$ cat config.mk
export PLATFORM = sky130hd
export DESIGN_NAME = rpwc_filter_out
export DESIGN_NICKNAME = d
export VERILOG_FILES = /design/src/hdl/rc_pwm_pulse_width_capture_unit_assert.svh /design/src/hdl/rpwc_pkg.sv /design/src/hdl/rpwc_filter_out.sv
export SDC_FILE = /design/constraint.sdc
export NUM_CORES = 1
export LEC_CHECK = 0
export ABC_CLOCK_PERIOD_IN_PS = 7900
export BUFFER_PORTS_ARGS = -buffer_cell sky130_fd_sc_hd__buf_2
export CORE_MARGIN = 10
export CORE_UTILIZATION = 44
export CTS_BUF_LIST = sky130_fd_sc_hd__clkbuf_4 sky130_fd_sc_hd__clkbuf_8
export DETAILED_ROUTE_END_ITERATION = 8
export HOLD_SLACK_MARGIN = 0.1
export PLACE_DENSITY = 0.76
export SYNTH_ARGS = -nofsm -noshare
export SYNTH_HDL_FRONTEND = slang
export SYNTH_SLANG_ARGS = --single-unit
$ cat constraint.sdc
create_clock -name i_clk -period 7.9 [get_ports i_clk]
set_input_delay 0.395 -clock i_clk [delete_from_list [all_inputs] [get_ports i_clk]]
set_output_delay 0.395 -clock i_clk [all_outputs]
set_load 0.1 [all_outputs]
$ cat src/hdl/rc_pwm_pulse_width_capture_unit_assert.svh
// Assertion macros shared by the RC PWM pulse width capture unit.
`ifndef RC_PWM_PULSE_WIDTH_CAPTURE_UNIT_ASSERT_SVH
`define RC_PWM_PULSE_WIDTH_CAPTURE_UNIT_ASSERT_SVH

// Same-cycle implication, checked only while out of reset.
`define RPWC_ASSERT_NOW(label, clk, rst_n, ante, cons, msg) \
    label: assert property (@(posedge clk) disable iff (!(rst_n)) (ante) |-> (cons)) \
        else $error(msg);

// Next-cycle implication, checked only while out of reset.
`define RPWC_ASSERT_NEXT(label, clk, rst_n, ante, cons, msg) \
    label: assert property (@(posedge clk) disable iff (!(rst_n)) (ante) |=> (cons)) \
        else $error(msg);

`endif

$ cat src/hdl/rpwc_pkg.sv
// Package with the shared constants and types of the RC PWM pulse width capture unit.
`timescale 1ns / 1ps
`default_nettype none

package rpwc_pkg;

    localparam int NumChannels = 4;
    localparam int TickW       = 16;
    localparam int PeriodW     = TickW + 1;
    localparam int ProdW       = 32;
    localparam int RecipW      = 31;
    localparam int QuotW       = 28;
    localparam int SampleW     = 30;
    localparam int WidthW      = 32;

    localparam logic [TickW-1:0]  PrescalerReset = 16'd99;
    localparam logic [TickW-1:0]  TickMax        = 16'hFFFF;
    // Reciprocal of 25 scaled by 2^35; exact for every 32-bit dividend.
    localparam logic [RecipW-1:0] RecipDiv25     = 31'd1374389535;
    localparam int                RecipShift     = 35;
    localparam logic [7:0]        DivBase        = 8'd25;

    typedef logic [NumChannels-1:0][TickW-1:0]   t_tick_vec;
    typedef logic [NumChannels-1:0][SampleW-1:0] t_sample_vec;
    typedef logic [NumChannels-1:0][WidthW-1:0]  t_width_vec;

    // Load enables of the conversion stages behind the edge stage.
    typedef struct packed {
        logic s2;
        logic s3;
        logic s4;
    } t_pipe_en;

endpackage

`default_nettype wire

$ cat src/hdl/rpwc_filter_out.sv
// Smoothing filter state of all channels, which also serves as the result register.
`timescale 1ns / 1ps
`default_nettype none

module rpwc_filter_out
    import rpwc_pkg::*;
(
    input  wire logic                   i_clk,
    input  wire logic                   i_rst_n,
    input  wire logic                   i_load,
    input  wire logic [NumChannels-1:0] i_update,
    input  wire t_sample_vec            i_sample,
    output t_width_vec                  o_width
);

    t_width_vec n_width;

    always_comb begin
        logic [WidthW+1:0] sum;
        logic [WidthW+1:0] triple;
        for (int i = 0; i < NumChannels; i++) begin
            triple = (WidthW+2)'(i_sample[i]) + (WidthW+2)'({i_sample[i], 1'b0});
            sum    = (WidthW+2)'(o_width[i]) + triple + (WidthW+2)'(2);
            // A quarter of this sum always fits the 32-bit result, so it never saturates.
            n_width[i] = i_update[i] ? sum[WidthW+1:2] : o_width[i];
        end
    end

    always_ff @(posedge i_clk) begin
        if (!i_rst_n) begin
            o_width <= '0;
        end else if (i_load) begin
            o_width <= n_width;
        end
    end

endmodule

`default_nettype wire

==> flow_summary.toml <==
[hold_path]
min_path_type = "input port to flop"
whs_endpoint = "o_width[29]"
hold_path_startpoint = "i_sample[29]"
min_delay_path_depth = 4

[clock_tree]
clk_latency_ns = 0.45
clk_pin_slew_ns = 0.10
h-tree-depth = 4
cts_sinks = 124
cts_max_path_buffers = 2
cts_root_buf = "clkbuf_8"
cts_tree = "built"
ctsResizeCount = 0
numCtsBuffers = 17
holdBufCountCts = 0
post_cts_buffers = 0

[pwr]
total_power_mw = 4.23
cellLeakagePower_nw = 6.67
intPower_mw = 2.03
switchingPower_mw = 2.21
switching_share_pct = 52.1
ir_drop_v = 0.000141
p_comb_share_pct = 63.8
seq_power_share_pct = 19.4
power_density_nw_per_um2 = 300
pwr-share-clk_pct = 16.7

[routing]
drt_iter0_drc = 633
wl_met1_um = 14900
totalWireLength_um = 33600
viasPerCell = 5.58
post-route-drc-count = 0
first_pass_iters = 5
ant_nets = 0
vias = 11000
wl_per_cell_um = 17.1
wl_met2_um = 16300
highest_layer = "met4"
wl_met3_um = 1990

[status]
status = "completed"

[timing]
fin_crit_ns = 3.46
finalSetupViolations = 0
fmax_mhz = 289
worst_pin_slew_ns = 1.00
setup_slack_ns = 4.44
relSlewSlack_pct = 33.1
slew_violations = 0
period_share_pct = 43.8
holdWs_ns = 0.454
fin_tns_setup_ns = 0
rsz0062_at_grt = "no"
clock_skew_ns = 0.0318
hold_viol_final = 0

[global_route]
grt_usage_pct = 19.2
globalRouteOverflowTotal = 0
grt_max_degree = 56
grt_pass1_vias = 11300
grt_pass1_wl_um = 54900
antenna_found_initial = 3

[worst_setup_path]
path_buf_inv = 0
worstPathArrival_ns = 3.79
required_ns = 8.23
path_cells = "fa_1, ha_1, a2111oi_0, o21ai_0, a211oi_1, o2111ai_1, nand2_1, o21ai_0, a211oi_1, o21ai_0, and2_1"
reg2reg_slack_ns = 4.44
crit_path_end_kind = "flop"
reg2reg_to = "o_width[94]"
cp_slowest_stage_delay_ns = 0.43
cpMostUsedCell = "o21ai_0"
cp_top_family = "compound AO/OA/AOI/OAI gates"
timing.rr.start = "o_width[79]"
r2r_cells = 11
crit_type = "flop to flop"
cp_slowest_cell = "fa_1"
worstPathMaxFanout = 6
cp-start-kind = "flop"

[placement]
place_inst = 1932
dpl_worst_slack_ns = 4.27
port_buffers = 250
place_hpwl_um = 26500
place.gp.congestion = 0.940

[final_layout]
final_common_cell = "buf_2"
top_register = "o_width"
syn_to_final_growth_pct = 16.9
largestRegisters = "o_width (124)"
multi_input_area_um2 = 9250
largest_reg_flops = 124
fillerInstances = 2530
nets = 1981
drive_gt1_share_pct = 19.0
seq_area_um2 = 2480
final_cell_mix = "buf_2 (250), nand2_1 (190), a21oi_1 (172)"
instances_no_fill = 1965

[floorplan]
rows = 60
die_h_um = 186
die_w_um = 186
coreArea_um2 = 27000
top_level_ports = 255
initial_utilization_pct = 44.8
die_area_um2 = 34400

[synthesis]
syn-mean-instance-area_um2 = 8.75
synth.top_cell.area_share_pct = 20.6
syn_area_um2 = 12100
yosysUniqueCellTypes = 70
ys_ff_latch = 124
ys_warn_count = 0
synth_top_flop_cell = "dfxtp_1"
synth-seq-area-share_pct = 20.6
yosysTopAreaCell = "dfxtp_1"
netlist_instances = 1378
async_flop_share_pct = 0
synth_edf_count = 0
synth.area.top_cells = "dfxtp_1 (21%), fa_1 (19%), ha_1 (14%), a21oi_1 (7.1%), nand2_1 (5.9%)"

[flow_run]
maxCapViolCount = 0
==> worst max path at each step <==
stage | startpoint | end | slack [ns] | cells past startpoint
after CTS | o_width[2] | o_width[29] | 4.45 | 11
after global placement | i_sample[74] | o_width[94] | 4.35 | 12
after detailed placement | i_sample[1] | o_width[29] | 4.27 | 12
after global routing | o_width[79] | o_width[94] | 4.07 | 11
after floorplan | o_width[45] | o_width[52] | 4.06 | 11
final | o_width[79] | o_width[94] | 4.44 | 11
==> worst min-delay path, delay by kind of cell <==
family,cells,cell delay (ns)
adder cells (fa/ha/maj),1,0.19
AND/OR/NAND/NOR,2,0.17
buffers and inverters,1,0.11
==> power groups by stage <==
stage / clock network (mW) / logic (mW) / registers, mW
floorplan: 0 / 1.47 / 1.53
global placement: 0 / 2.64 / 0.832
detailed placement: 0 / 2.68 / 0.837
CTS: 0.729 / 2.70 / 0.823
global route: 0.750 / 2.96 / 0.837
finish: 0.708 / 2.70 / 0.823
==> synth_stat cells, drive strengths merged, types with 5 or more instances <==
master / count
clkbuf: 40
xor2: 31
o211ai: 9
ha: 132
dfxtp: 124
nor2: 66
nand3: 45
o21ai: 65
a21o: 45
nor2b: 18
a2111oi: 5
a21oi: 173
nor3: 15
nand2b: 11
nand2: 190
o31ai: 10
and3: 15
xnor2: 58
or3: 9
nand4: 18
fa: 112
o21bai: 11
o21a: 15
inv: 40
and2: 16
buf: 8
a211oi: 21
a31oi: 9
==> per-layer routing <==
layer	GRT usage, %	vias up
li1	-	5364
met1	24.3	5268
met2	32.8	307
met3	3.98	28
met4	4.45	0
met5	0	-
==> stage by stage <==
stage               instance area (µm²)  utilization [%]
floorplan                         12100                -
global placement                  13600             50.5
detailed placement                13600             50.5
CTS                               14100             52.3
global route                      14100             52.3
finish                            14100             52.3
==> layout make-up <==
| class | instances | area share [%] |
|---|---|---|
| diodes | 2 | 0.0355 |
| clock buffers | 21 | 2.05 |
| clock inverters | 10 | 1.31 |
| inverters | 40 | 1.07 |
| multi-input cells | 1169 | 65.6 |
| flip-flops and latches | 124 | 17.6 |
| well taps | 341 | 3.03 |
| repair buffers | 258 | 9.30 |
==> kinds of logic after synthesis <==
| group | count (synthesis) | synth area share [%] |
|---|---|---|
| AOI/OAI and AO/OA | 402 | 21.0 |
| xor gates and xnor gates | 89 | 6.46 |
| adders and majority gates | 244 | 32.3 |
| buffers and inverters | 88 | 2.86 |
| DFF | 124 | 20.6 |
| muxes | 5 | 0.425 |
| other | 1 | 0.0311 |
| and+or+nand+nor | 425 | 16.4 |
No activity file was read; power rests on OpenSTA's default activity.
