[config.mk]
export PLATFORM = sky130hd
export DESIGN_NAME = rpwc_tick_convert
export DESIGN_NICKNAME = d
export VERILOG_FILES = /design/src/hdl/rc_pwm_pulse_width_capture_unit_assert.svh /design/src/hdl/rpwc_pkg.sv /design/src/hdl/rpwc_tick_convert.sv
export SDC_FILE = /design/constraint.sdc
export NUM_CORES = 2
export LEC_CHECK = 0
export BUFFER_PORTS_ARGS = -buffer_cell sky130_fd_sc_hd__buf_2
export CORE_ASPECT_RATIO = 1.2
export CORE_UTILIZATION = 30
export DETAILED_ROUTE_END_ITERATION = 6
export GPL_ROUTABILITY_DRIVEN = 0
export SLEW_MARGIN = 20
export SYNTH_ARGS = -nofsm -noshare
export SYNTH_HDL_FRONTEND = slang
export SYNTH_SLANG_ARGS = --single-unit
[constraint.sdc]
create_clock -name i_clk -period 7.2 [get_ports i_clk]
set_input_delay 0.72 -clock i_clk [delete_from_list [all_inputs] [get_ports i_clk]]
set_output_delay 0.72 -clock i_clk [all_outputs]
set_load 0.03 [all_outputs]
[src/hdl/rc_pwm_pulse_width_capture_unit_assert.svh]
// Assertion macros shared by the RC PWM pulse width capture unit.
`ifndef RC_PWM_PULSE_WIDTH_CAPTURE_UNIT_ASSERT_SVH
`define RC_PWM_PULSE_WIDTH_CAPTURE_UNIT_ASSERT_SVH

// Same-cycle implication, checked only while out of reset.
`define RPWC_ASSERT_NOW(label, clk, rst_n, ante, cons, msg) \
    label: assert property (@(posedge clk) disable iff (!(rst_n)) (ante) |-> (cons)) \
        else $error(msg);

// Next-cycle implication, checked only while out of reset.
`define RPWC_ASSERT_NEXT(label, clk, rst_n, ante, cons, msg) \
    label: assert property (@(posedge clk) disable iff (!(rst_n)) (ante) |=> (cons)) \
        else $error(msg);

`endif

[src/hdl/rpwc_pkg.sv]
// Package with the shared constants and types of the RC PWM pulse width capture unit.
`timescale 1ns / 1ps
`default_nettype none

package rpwc_pkg;

    localparam int NumChannels = 4;
    localparam int TickW       = 16;
    localparam int PeriodW     = TickW + 1;
    localparam int ProdW       = 32;
    localparam int RecipW      = 31;
    localparam int QuotW       = 28;
    localparam int SampleW     = 30;
    localparam int WidthW      = 32;

    localparam logic [TickW-1:0]  PrescalerReset = 16'd99;
    localparam logic [TickW-1:0]  TickMax        = 16'hFFFF;
    // Reciprocal of 25 scaled by 2^35; exact for every 32-bit dividend.
    localparam logic [RecipW-1:0] RecipDiv25     = 31'd1374389535;
    localparam int                RecipShift     = 35;
    localparam logic [7:0]        DivBase        = 8'd25;

    typedef logic [NumChannels-1:0][TickW-1:0]   t_tick_vec;
    typedef logic [NumChannels-1:0][SampleW-1:0] t_sample_vec;
    typedef logic [NumChannels-1:0][WidthW-1:0]  t_width_vec;

    // Load enables of the conversion stages behind the edge stage.
    typedef struct packed {
        logic s2;
        logic s3;
        logic s4;
    } t_pipe_en;

endpackage

`default_nettype wire

[src/hdl/rpwc_tick_convert.sv]
// Three-stage conversion of one channel's tick count to sixteenths of a microsecond.
`timescale 1ns / 1ps
`default_nettype none

module rpwc_tick_convert
    import rpwc_pkg::*;
(
    input  wire logic               i_clk,
    input  wire t_pipe_en           i_en,
    input  wire logic [TickW-1:0]   i_ticks,
    input  wire logic [PeriodW-1:0] i_period,
    output logic [SampleW-1:0]      o_sample
);

    // sample = floor((16*t*p + 50) / 100) = 4*q + floor((4*r + 12) / 25),
    // where q and r are the quotient and remainder of t*p by 25.
    logic [ProdW-1:0]          r_prod;
    logic [QuotW-1:0]          r_quot;
    logic [7:0]                r_prod_lo;
    logic [PeriodW+TickW-1:0]  w_prod_full;
    logic [ProdW+RecipW-1:0]   w_recip;
    logic [7:0]                w_rem;
    logic [2:0]                w_corr;

    assign w_prod_full = (PeriodW+TickW)'(i_ticks) * (PeriodW+TickW)'(i_period);
    assign w_recip     = (ProdW+RecipW)'(r_prod) * (ProdW+RecipW)'(RecipDiv25);

    // Only the low byte matters: the remainder always lies in 0 to 24.
    assign w_rem = r_prod_lo - 8'(r_quot[7:0] * DivBase);

    always_comb begin
        w_corr = 3'd0;
        if (w_rem >= 8'd4)  w_corr = 3'd1;
        if (w_rem >= 8'd10) w_corr = 3'd2;
        if (w_rem >= 8'd16) w_corr = 3'd3;
        if (w_rem >= 8'd22) w_corr = 3'd4;
    end

    always_ff @(posedge i_clk) begin
        if (i_en.s2) begin
            // The product of a 16-bit count and a 17-bit period stays below 2^32.
            r_prod <= w_prod_full[ProdW-1:0];
        end
        if (i_en.s3) begin
            r_quot    <= w_recip[RecipShift+QuotW-1:RecipShift];
            r_prod_lo <= r_prod[7:0];
        end
        if (i_en.s4) begin
            o_sample <= {r_quot, 2'b00} + SampleW'(w_corr);
        end
    end

endmodule

`default_nettype wire

==> summary.md <==
| Metric | Value |
|---|---|
| Status | `finished, final reports clean` |
| Synth top area share | `0.408` |
| Max Fanout on Critical Path | `5` |
| Clock Latency Late Sink | `0.39 ns` |
| Die width | `289 um` |
| Final setup TNS | `0 ns` |
| DRC violations left | `0` |
| Io pins | `67` |
| Synth Flop Type | `edfxtp_1` |
| Clk root buf | `clkbuf_16` |
| Starting density of the core | `0.304` |
| Post-Route WL | `74.2 mm` |
| Core box area | `0.0973 sq mm` |
| Met2 WL | `36.9 mm` |
| Final Cycle Share | `0.968` |
| DRT iter0 DRCs | `909` |
| Post-synth EDFFs | `98` |
| Layout overhead on the synthesized area | `9.47%` |
| CTS tree | `yes` |
| CP Data Required Time | `7.34 ns` |
| First-pass GRT wire length | `around 120 mm` |
| Worst-Margin Slew | `0.819 ns` |
| WL/cell | `17.0 um` |
| Worst Path Arrival | `7.11 ns` |
| Fin. max-slew vios | `0` |
| Unique masters post-synth | `between 60 and 70` |
| WL met3 | `3.39 mm` |
| Seq/Total Area, Yosys | `0.0995` |
| Most common cell after layout, fill and taps aside | `inv_1` |
| Die Y | `about 350 um` |
| YS warnings | `0` |
| Max-cap violation count | `0` |
| Initial antenna violation count | `0` |
| Layout cells sized above 1 | `0.0668` |
| Largest net degree at the start of global routing | `37` |
| N_diodes | `0` |
| Post-synthesis net count | `4105` |
| Fraction of registers with async set/reset | `0` |
| Path type of the worst min-delay path | `register to register` |
| Num CTS Buffers | `9` |
| Mapped Area | `slightly below 0.03 sq mm` |
| Vias | `approximately 20000` |
| Die ar. | `0.0998 sq mm` |
| Layout net count | `4233` |
| Max-Slew Margin vs Limit | `0.454` |
| Final hold violations | `0` |
| TritonRoute pass-1 iters | `4` |
| Nature of the critical path endpoint | `register` |
| HPWL after DPL | `roughly 66 mm` |
| Final setup fails | `0` |
| Max clock buf depth | `2` |
| Depth of the CTS H-tree | `3` |
| FF+latch count, synth | `98` |
| Vias/cell | `around 4.5` |
| Post-Route Skew | `0.0124 ns` |
| Commonest cells after routing, fill and taps aside | `inv_1 (881), fa_1 (602), ha_1 (514), nand2_1 (232), edfxtp_1 (98)` |
| Cells after Synth | `2949` |
| Area leader, netlist | `fa_1` |
| RSZ-0062 raised after global routing | `yes` |
| Worst-path clk slew | `0.08 ns` |
| Fmax | `0.144 GHz` |
| Gr ovfl total | `0` |
| Synthesized area per cell | `10.0 sq um` |
| Crit path kind | `register to register` |
| Post-Route M1 WL | `a little over 30 mm` |
| Clock sinks | `98` |
| Vias in the first global route | `21500` |
| CTS Hold Bufs | `0` |
| Post-route cell area | `0.0324 sq mm` |
| Ranking of synthesized cells by area | `fa_1 (41%), ha_1 (22%), inv_1 (11%), edfxtp_1 (10%), nand2_1 (2.9%)` |
| IO Port Bufs | `66` |
| GRT Util Overall | `0.155` |
| # rows | `around 130` |
| DRT antenna net count | `0` |
| Area of placed instances | `0.0318 sq mm` |
| Startpoint types | `register` |
| DR top layer | `met4` |
| Post-route minimum period | `roughly 7.0 ns` |
[worst max-delay path, cell delays in order, from the launching register on]
cell and delay [ns]:
edfxtp_1 0.49, fa_1 0.60, inv_1 0.06, fa_1 0.48, fa_1 0.55, inv_1 0.06, fa_1 0.48, fa_1 0.55
inv_1 0.06, fa_1 0.49, inv_1 0.05, fa_1 0.58, ha_2 0.35, a211oi_2 0.22, nor2_1 0.09, a311oi_2 0.37
a31oi_2 0.19, o21ai_4 0.28, a21oi_2 0.11, a311oi_2 0.36, o21ai_1 0.13, xor2_1 0.15
[final timing paths]
kind | start | endpoint | slack [ns] | depth (start not counted)
hold / removal | r_quot[27] | o_sample[29] | 0.57 | 1
hold reg to reg | r_quot[27] | o_sample[29] | 0.57 | 1
setup reg to reg | r_prod[19] | r_quot[23] | 0.23 | 21
setup / recovery | r_prod[19] | r_quot[23] | 0.23 | 21
[through the flow]
step / utilization / hold slack, ns / cells / setup slack, ns
6_report: 0.333 / 0.574 / 4352 / 0.234
5_1_grt: 0.333 / 0.592 / 4352 / -0.0202
4_1_cts: 0.330 / 0.580 / 4327 / 0.0835
3_5_place_dp: 0.327 / 0.562 / 4311 / 0.0899
3_3_place_gp: 0.327 / 0.552 / 4311 / 0.147
2_1_floorplan: - / 0.541 / 2949 / 0.642
[cells in the mapped netlist, types with 2 or more instances]
| master | n |
|---|---|
| inv_1 | 881 |
| nand4_1 | 16 |
| o41ai_2 | 2 |
| o21ai_0 | 38 |
| nand2b_1 | 5 |
| edfxtp_1 | 98 |
| nand2_1 | 232 |
| o21ai_1 | 7 |
| o221ai_1 | 2 |
| o21bai_1 | 15 |
| nor2b_1 | 4 |
| clkbuf_1 | 40 |
| or3_1 | 2 |
| nor2_1 | 59 |
| fa_1 | 602 |
| a21oi_2 | 3 |
| nor4_1 | 3 |
| and2_1 | 95 |
| a21boi_0 | 5 |
| a31oi_1 | 4 |
| ha_1 | 517 |
| o21a_1 | 11 |
| a211oi_2 | 4 |
| a21o_2 | 3 |
| nand3_1 | 28 |
| nor3_1 | 15 |
| xnor2_1 | 67 |
| o2111ai_1 | 4 |
| a211oi_1 | 10 |
| o211ai_1 | 6 |
| a21oi_1 | 71 |
| xor2_1 | 25 |
| o31ai_1 | 5 |
| a21o_1 | 33 |
| and3_1 | 6 |
| a211o_1 | 3 |
[layout make-up]
type	count	area [sq um]
Fill cell	10000	64900
Sequential cell	98	2940
Tap cell	1270	1590
Multi-Input combinational cell	1929	23200
Clock inverter	7	61.3
Inverter	881	3310
Timing Repair Buffer	158	1020
Clock buffer	9	225
[flip-flops by register name, summed over array words and instances (netlist names)]
signal	count
r_prod	32
o_sample	30
r_quot	28
r_prod_lo	8
[repair_timing]
| action | CTS | global route |
|---|---|---|
| setup endpoints to repair | 0 | 14 |
| buffers inserted | 0 | 25 |
| gates resized for setup | 0 | 15 |
[kinds of logic (layout without fill, tap and decap cells)]
family | count (synthesis) | in the layout | share of synthesized area
multiplexers | 2 | 2 | 0.000719
AND/OR/NAND/NOR | 473 | 473 | 0.0742
XOR/XNOR | 92 | 92 | 0.0272
flip-flops | 98 | 98 | 0.0995
adder cells (fa/ha/maj) | 1119 | 1119 | 0.626
buffers and inverters | 922 | 1055 | 0.117
AO/OA/AOI/OAI | 243 | 243 | 0.0550
[routing by layer]
layer,track usage,vias up
met5,0,-
met4,0.0556,0
met3,0.0229,107
met2,0.273,418
met1,0.190,9842
li1,-,9256
Power is left out: the tool's default activity adds up to more than one toggle a clock period on the data nets, which glitch-free logic cannot reach.
