File: src/hdl/rc_pwm_pulse_width_capture_unit_assert.svh
// Assertion macros shared by the RC PWM pulse width capture unit.
`ifndef RC_PWM_PULSE_WIDTH_CAPTURE_UNIT_ASSERT_SVH
`define RC_PWM_PULSE_WIDTH_CAPTURE_UNIT_ASSERT_SVH

// Same-cycle implication, checked only while out of reset.
`define RPWC_ASSERT_NOW(label, clk, rst_n, ante, cons, msg) \
    label: assert property (@(posedge clk) disable iff (!(rst_n)) (ante) |-> (cons)) \
        else $error(msg);

// Next-cycle implication, checked only while out of reset.
`define RPWC_ASSERT_NEXT(label, clk, rst_n, ante, cons, msg) \
    label: assert property (@(posedge clk) disable iff (!(rst_n)) (ante) |=> (cons)) \
        else $error(msg);

`endif

File: src/hdl/rpwc_pkg.sv
// Package with the shared constants and types of the RC PWM pulse width capture unit.
`timescale 1ns / 1ps
`default_nettype none

package rpwc_pkg;

    localparam int NumChannels = 4;
    localparam int TickW       = 16;
    localparam int PeriodW     = TickW + 1;
    localparam int ProdW       = 32;
    localparam int RecipW      = 31;
    localparam int QuotW       = 28;
    localparam int SampleW     = 30;
    localparam int WidthW      = 32;

    localparam logic [TickW-1:0]  PrescalerReset = 16'd99;
    localparam logic [TickW-1:0]  TickMax        = 16'hFFFF;
    // Reciprocal of 25 scaled by 2^35; exact for every 32-bit dividend.
    localparam logic [RecipW-1:0] RecipDiv25     = 31'd1374389535;
    localparam int                RecipShift     = 35;
    localparam logic [7:0]        DivBase        = 8'd25;

    typedef logic [NumChannels-1:0][TickW-1:0]   t_tick_vec;
    typedef logic [NumChannels-1:0][SampleW-1:0] t_sample_vec;
    typedef logic [NumChannels-1:0][WidthW-1:0]  t_width_vec;

    // Load enables of the conversion stages behind the edge stage.
    typedef struct packed {
        logic s2;
        logic s3;
        logic s4;
    } t_pipe_en;

endpackage

`default_nettype wire

File: src/hdl/rpwc_edge_capture.sv
// Per-channel edge detection, rise time and raw width tracking with the first pipeline register.
`timescale 1ns / 1ps
`default_nettype none

module rpwc_edge_capture
    import rpwc_pkg::*;
(
    input  wire logic                   i_clk,
    input  wire logic                   i_rst_n,
    input  wire logic                   i_accept,
    input  wire logic                   i_load,
    input  wire logic [NumChannels-1:0] i_levels,
    input  wire t_tick_vec              i_capture,
    output t_tick_vec                   o_raw,
    output logic [NumChannels-1:0]      o_in_range,
    output logic                        o_all
);

    logic [NumChannels-1:0] r_last_level;
    logic [NumChannels-1:0] r_chan_ready;
    t_tick_vec              r_rise_time;
    t_tick_vec              r_raw_width;

    logic [NumChannels-1:0] n_chan_ready;
    t_tick_vec              n_rise_time;
    t_tick_vec              n_raw_width;
    logic [NumChannels-1:0] w_in_range;

    always_comb begin
        for (int i = 0; i < NumChannels; i++) begin
            n_rise_time[i]  = r_rise_time[i];
            n_raw_width[i]  = r_raw_width[i];
            n_chan_ready[i] = r_chan_ready[i];
            if (i_levels[i] && !r_last_level[i]) begin
                n_rise_time[i] = i_capture[i];
            end else if (!i_levels[i] && r_last_level[i]) begin
                n_raw_width[i]  = i_capture[i] - r_rise_time[i];
                n_chan_ready[i] = 1'b1;
            end
            w_in_range[i] = (n_raw_width[i] != '0) && (n_raw_width[i] != TickMax);
        end
    end

    always_ff @(posedge i_clk) begin
        if (!i_rst_n) begin
            r_last_level <= '0;
            r_chan_ready <= '0;
            r_rise_time  <= '0;
            r_raw_width  <= '0;
        end else if (i_accept) begin
            // Either edge leaves the stored level equal to the pin.
            r_last_level <= i_levels;
            r_chan_ready <= n_chan_ready;
            r_rise_time  <= n_rise_time;
            r_raw_width  <= n_raw_width;
        end
    end

    always_ff @(posedge i_clk) begin
        if (i_load) begin
            o_raw      <= n_raw_width;
            o_in_range <= w_in_range;
            o_all      <= &n_chan_ready;
        end
    end

endmodule

`default_nettype wire

File: config.mk
export PLATFORM = sky130hd
export DESIGN_NAME = rpwc_edge_capture
export DESIGN_NICKNAME = d
export VERILOG_FILES = /design/src/hdl/rc_pwm_pulse_width_capture_unit_assert.svh /design/src/hdl/rpwc_pkg.sv /design/src/hdl/rpwc_edge_capture.sv
export SDC_FILE = /design/constraint.sdc
export NUM_CORES = 1
export LEC_CHECK = 0
export ABC_AREA = 1
export BUFFER_PORTS_ARGS = -buffer_cell sky130_fd_sc_hd__buf_4
export CAP_MARGIN = 20
export CELL_PAD_IN_SITES_DETAIL_PLACEMENT = 1
export CELL_PAD_IN_SITES_GLOBAL_PLACEMENT = 1
export CORE_UTILIZATION = 29
export DETAILED_ROUTE_END_ITERATION = 10
export PLACE_DENSITY_LB_ADDON = 0.1
export SYNTH_ARGS = -nofsm -noshare
export SYNTH_HDL_FRONTEND = slang
export SYNTH_SLANG_ARGS = --single-unit
File: constraint.sdc
create_clock -name i_clk -period 3.1 [get_ports i_clk]
set_input_delay 0.155 -clock i_clk [delete_from_list [all_inputs] [get_ports i_clk]]
set_output_delay 0.155 -clock i_clk [all_outputs]
set_load 0.01 [all_outputs]
==> flow_summary.json <==
{
  "status": "finished clean",
  "endpoint_kind": "register",
  "max-vdd-ir-drop_uv": 279,
  "tritoncts": "built",
  "die_y_um": 210,
  "crit_top_cell": "nand2_1",
  "start_util_pct": 29.7,
  "required_ns": 3.41,
  "antenna_found_initial": 0,
  "crit_path_max_incr_delay_ns": 0.54,
  "syn_to_final_growth_pct": 25.5,
  "place_area_mm2": 0.0142,
  "p_sw_mw": 2.37,
  "root_buffer": "clkbuf_16",
  "finalCritPeriodShare_pct": 81.0,
  "crit_buf_inv": 6,
  "grt_use_total_pct": 17.5,
  "synth_cells": 1870,
  "maxSlewHeadroom_pct": 32.1,
  "syn_avg_cell_area_um2": 6.72,
  "htreeDepth": 1,
  "hold_path_class": "input port to register",
  "synth_edf_count": 69,
  "power_frac_clock_pct": 40.7,
  "drive_above_1_share_pct": 12.0,
  "n_antenna_cell": 0,
  "fin_worst_skew_ns": 0.00731,
  "drc": 0,
  "synth_ff_type": "dfxtp_1",
  "post-synth-top-count-cell": "nand2_1",
  "yosys-top-cells-area": "dfxtp_1 (22%), nand2_1 (18%), edfxtp_1 (16%)",
  "swShare_pct": 29.6,
  "crit_type": "input port to register",
  "wire_per_inst_um": 14.3,
  "core.rowCount": 75,
  "grt_pass1_vias": 12300,
  "p_seq_share_pct": 37.7,
  "nNetsFinal": 2199,
  "clk_pin_slew_worst_paths_ns": 0.06,
  "yosysSeqAreaShare_pct": 38.2,
  "finalSetupViolations": 0,
  "synth.distinct_cells": 41,
  "rsz0062_at_grt": "false",
  "die_area_mm2": 0.0441,
  "cts_resized": 0,
  "clkLatencyLatePin_ns": 0.55,
  "p_int_mw": 5.62,
  "cap_violations": 0,
  "grt_pass1_wl_um": 62800,
  "clockBufferDepth": 3,
  "clkSinkCount": 205,
  "synth_seq_cells": 205,
  "die_w_um": 210,
  "via_per_inst": 4.52,
  "synth.cell_area_mm2": 0.0126,
  "gp_congestion": 0.801,
  "syn_nets": 2006,
  "worst_pin_slew_ns": 1.02,
  "fmax_ghz": 0.398,
  "hpwl_um": 28300,
  "cp_cell_sequence": "dlygate4sd3_1, buf_4, inv_1, ha_1, inv_1, fa_1, inv_1, nand2_1, nand2_1, nand2_1, nand2_1, nand3_1, nand3b_1, nor2_1, nand3_1, nor2_1, nand2_1, nand2_1, inv_1",
  "synth_top_area_share_pct": 21.7,
  "power_density_mw_per_mm2": 507,
  "final.setup.tns_ns": 0,
  "dp_cells": 2543,
  "grt-ovfl-total": 0,
  "port_buffers": 140,
  "core-area_mm2": 0.0423,
  "yosysTopAreaCell": "dfxtp_1",
  "ios": 141,
  "combinationalPowerShare_pct": 21.5,
  "critical_path.top_delay_family": "simple AND/OR/NAND/NOR gates",
  "ant_nets": 0,
  "critPathSlowestCell": "dlygate4sd3_1",
  "cts_buffers": 27,
  "fin_util_pct": 37.2,
  "grt_max_degree": 70,
  "slew_viol_final": 0,
  "ys_top_cells_by_count": "nand2_1 (594), inv_1 (332), nand3_1 (141)",
  "yosys_warnings": 0,
  "start_kind": "input port",
  "stdcell_area_mm2": 0.0158,
  "synthArstFlopShare_pct": 0,
  "instances_no_fill": 2660,
  "arrival_ns": 2.82,
  "vias": 12000,
  "dr.pass1.iters": 5,
  "p_leak_nw": 7.93,
  "drt-initial-drc-count": 346,
  "routed_wl_um": 38100,
  "min_period_ns": 2.51,
  "cp_max_fo": 5,
  "hold_violations": 0
}
routing by layer:
| layer | up-vias | part of all wire [%] | GRT usage (%) | routed length [µm] |
|---|---|---|---|---|
| met5 | - | 0 | 0 | 0 |
| met4 | 0 | 1.4 | 3.93 | 534 |
| met3 | 37 | 2.8 | 2.10 | 1050 |
| met2 | 115 | 48 | 30.6 | 18200 |
| met1 | 5619 | 48 | 22.9 | 18300 |
| li1 | 6253 | - | - | - |
cell families after synthesis:
family	count (synthesis)	synth area share (%)
fa+ha+maj	64	6.62
compound gates	273	11.4
flops	205	38.2
xor+xnor	13	0.966
buf+inv	395	12.2
simple gates	920	30.7
worst paths after layout:
kind / start / end / slack (ns) / cells past startpoint
min reg2reg: r_raw_width[17] / r_raw_width[17] / 0.45 / 2
min: i_accept / r_raw_width[10] / 0.09 / 2
max: i_capture[0] / o_in_range[0] / 0.59 / 19
max reg2reg: r_rise_time[0] / o_in_range[0] / 0.61 / 16
power by group through the flow:
stage               combinational (mW)  clock (mW)  sequential, mW
finish                            1.72        3.25            3.02
global route                      1.99        3.48            3.03
CTS                               1.76        3.38            3.02
detailed placement                1.69           0            3.07
global placement                  1.65           0            3.07
floorplan                         1.09           0            3.08
layout make-up:
class / instances / area (µm²)
flip-flops and latches: 205 / 4790
clock buffers: 40 / 805
fillers: 5348 / 26600
inverters: 341 / 1280
multi-input cells: 1270 / 6230
repair buffers: 218 / 1810
well taps: 577 / 722
clock inverters: 9 / 119
metrics by stage:
stage	total power [mW]	hold slack (ns)	setup slack [ns]
2_1_floorplan	4.17	0.267	0.998
3_3_place_gp	4.72	0.395	0.538
3_5_place_dp	4.76	0.403	0.518
4_1_cts	8.16	0.0740	0.556
5_1_grt	8.50	0.0947	0.380
6_report	7.99	0.0941	0.588
cell usage in the layout, fill, tap and decap left out, types with 3 or more instances in the layout:
cell type | Yosys | routed
nand2_1 | 594 | 594
nand2_2 | 21 | 21
dfxtp_1 | 136 | 136
inv_2 | 7 | 8
bufinv_16 | 0 | 3
and2_1 | 11 | 11
dlygate4sd3_1 | 0 | 68
nor2_1 | 108 | 108
buf_4 | 3 | 150
o21ai_0 | 109 | 109
nand4_1 | 16 | 16
o21ai_1 | 7 | 7
clkbuf_1 | 33 | 5
fa_1 | 4 | 4
clkbuf_8 | 1 | 8
nand3b_1 | 9 | 9
o21ai_2 | 3 | 3
o21a_1 | 5 | 5
xor2_1 | 10 | 10
ha_1 | 60 | 60
nor2_2 | 5 | 5
clkbuf_16 | 0 | 27
or2_2 | 8 | 8
edfxtp_1 | 69 | 69
nand3_1 | 141 | 141
clkinv_2 | 0 | 5
a21oi_1 | 137 | 137
a21oi_2 | 6 | 6
inv_1 | 332 | 332
registers in the layout (all words and copies together), names as in the netlist:
name and flops:
o_raw 64, r_raw_width 64, r_rise_time 64, o_in_range 4, r_chan_ready 4, r_last_level 4
o_all 1
timing repair:
action	4_1_cts	5_1_grt
setup endpoints to repair	0	0
setup buffers	0	0
hold endpoints to repair	68	0
hold buffers	68	0
(Power assumes the default switching activity.)
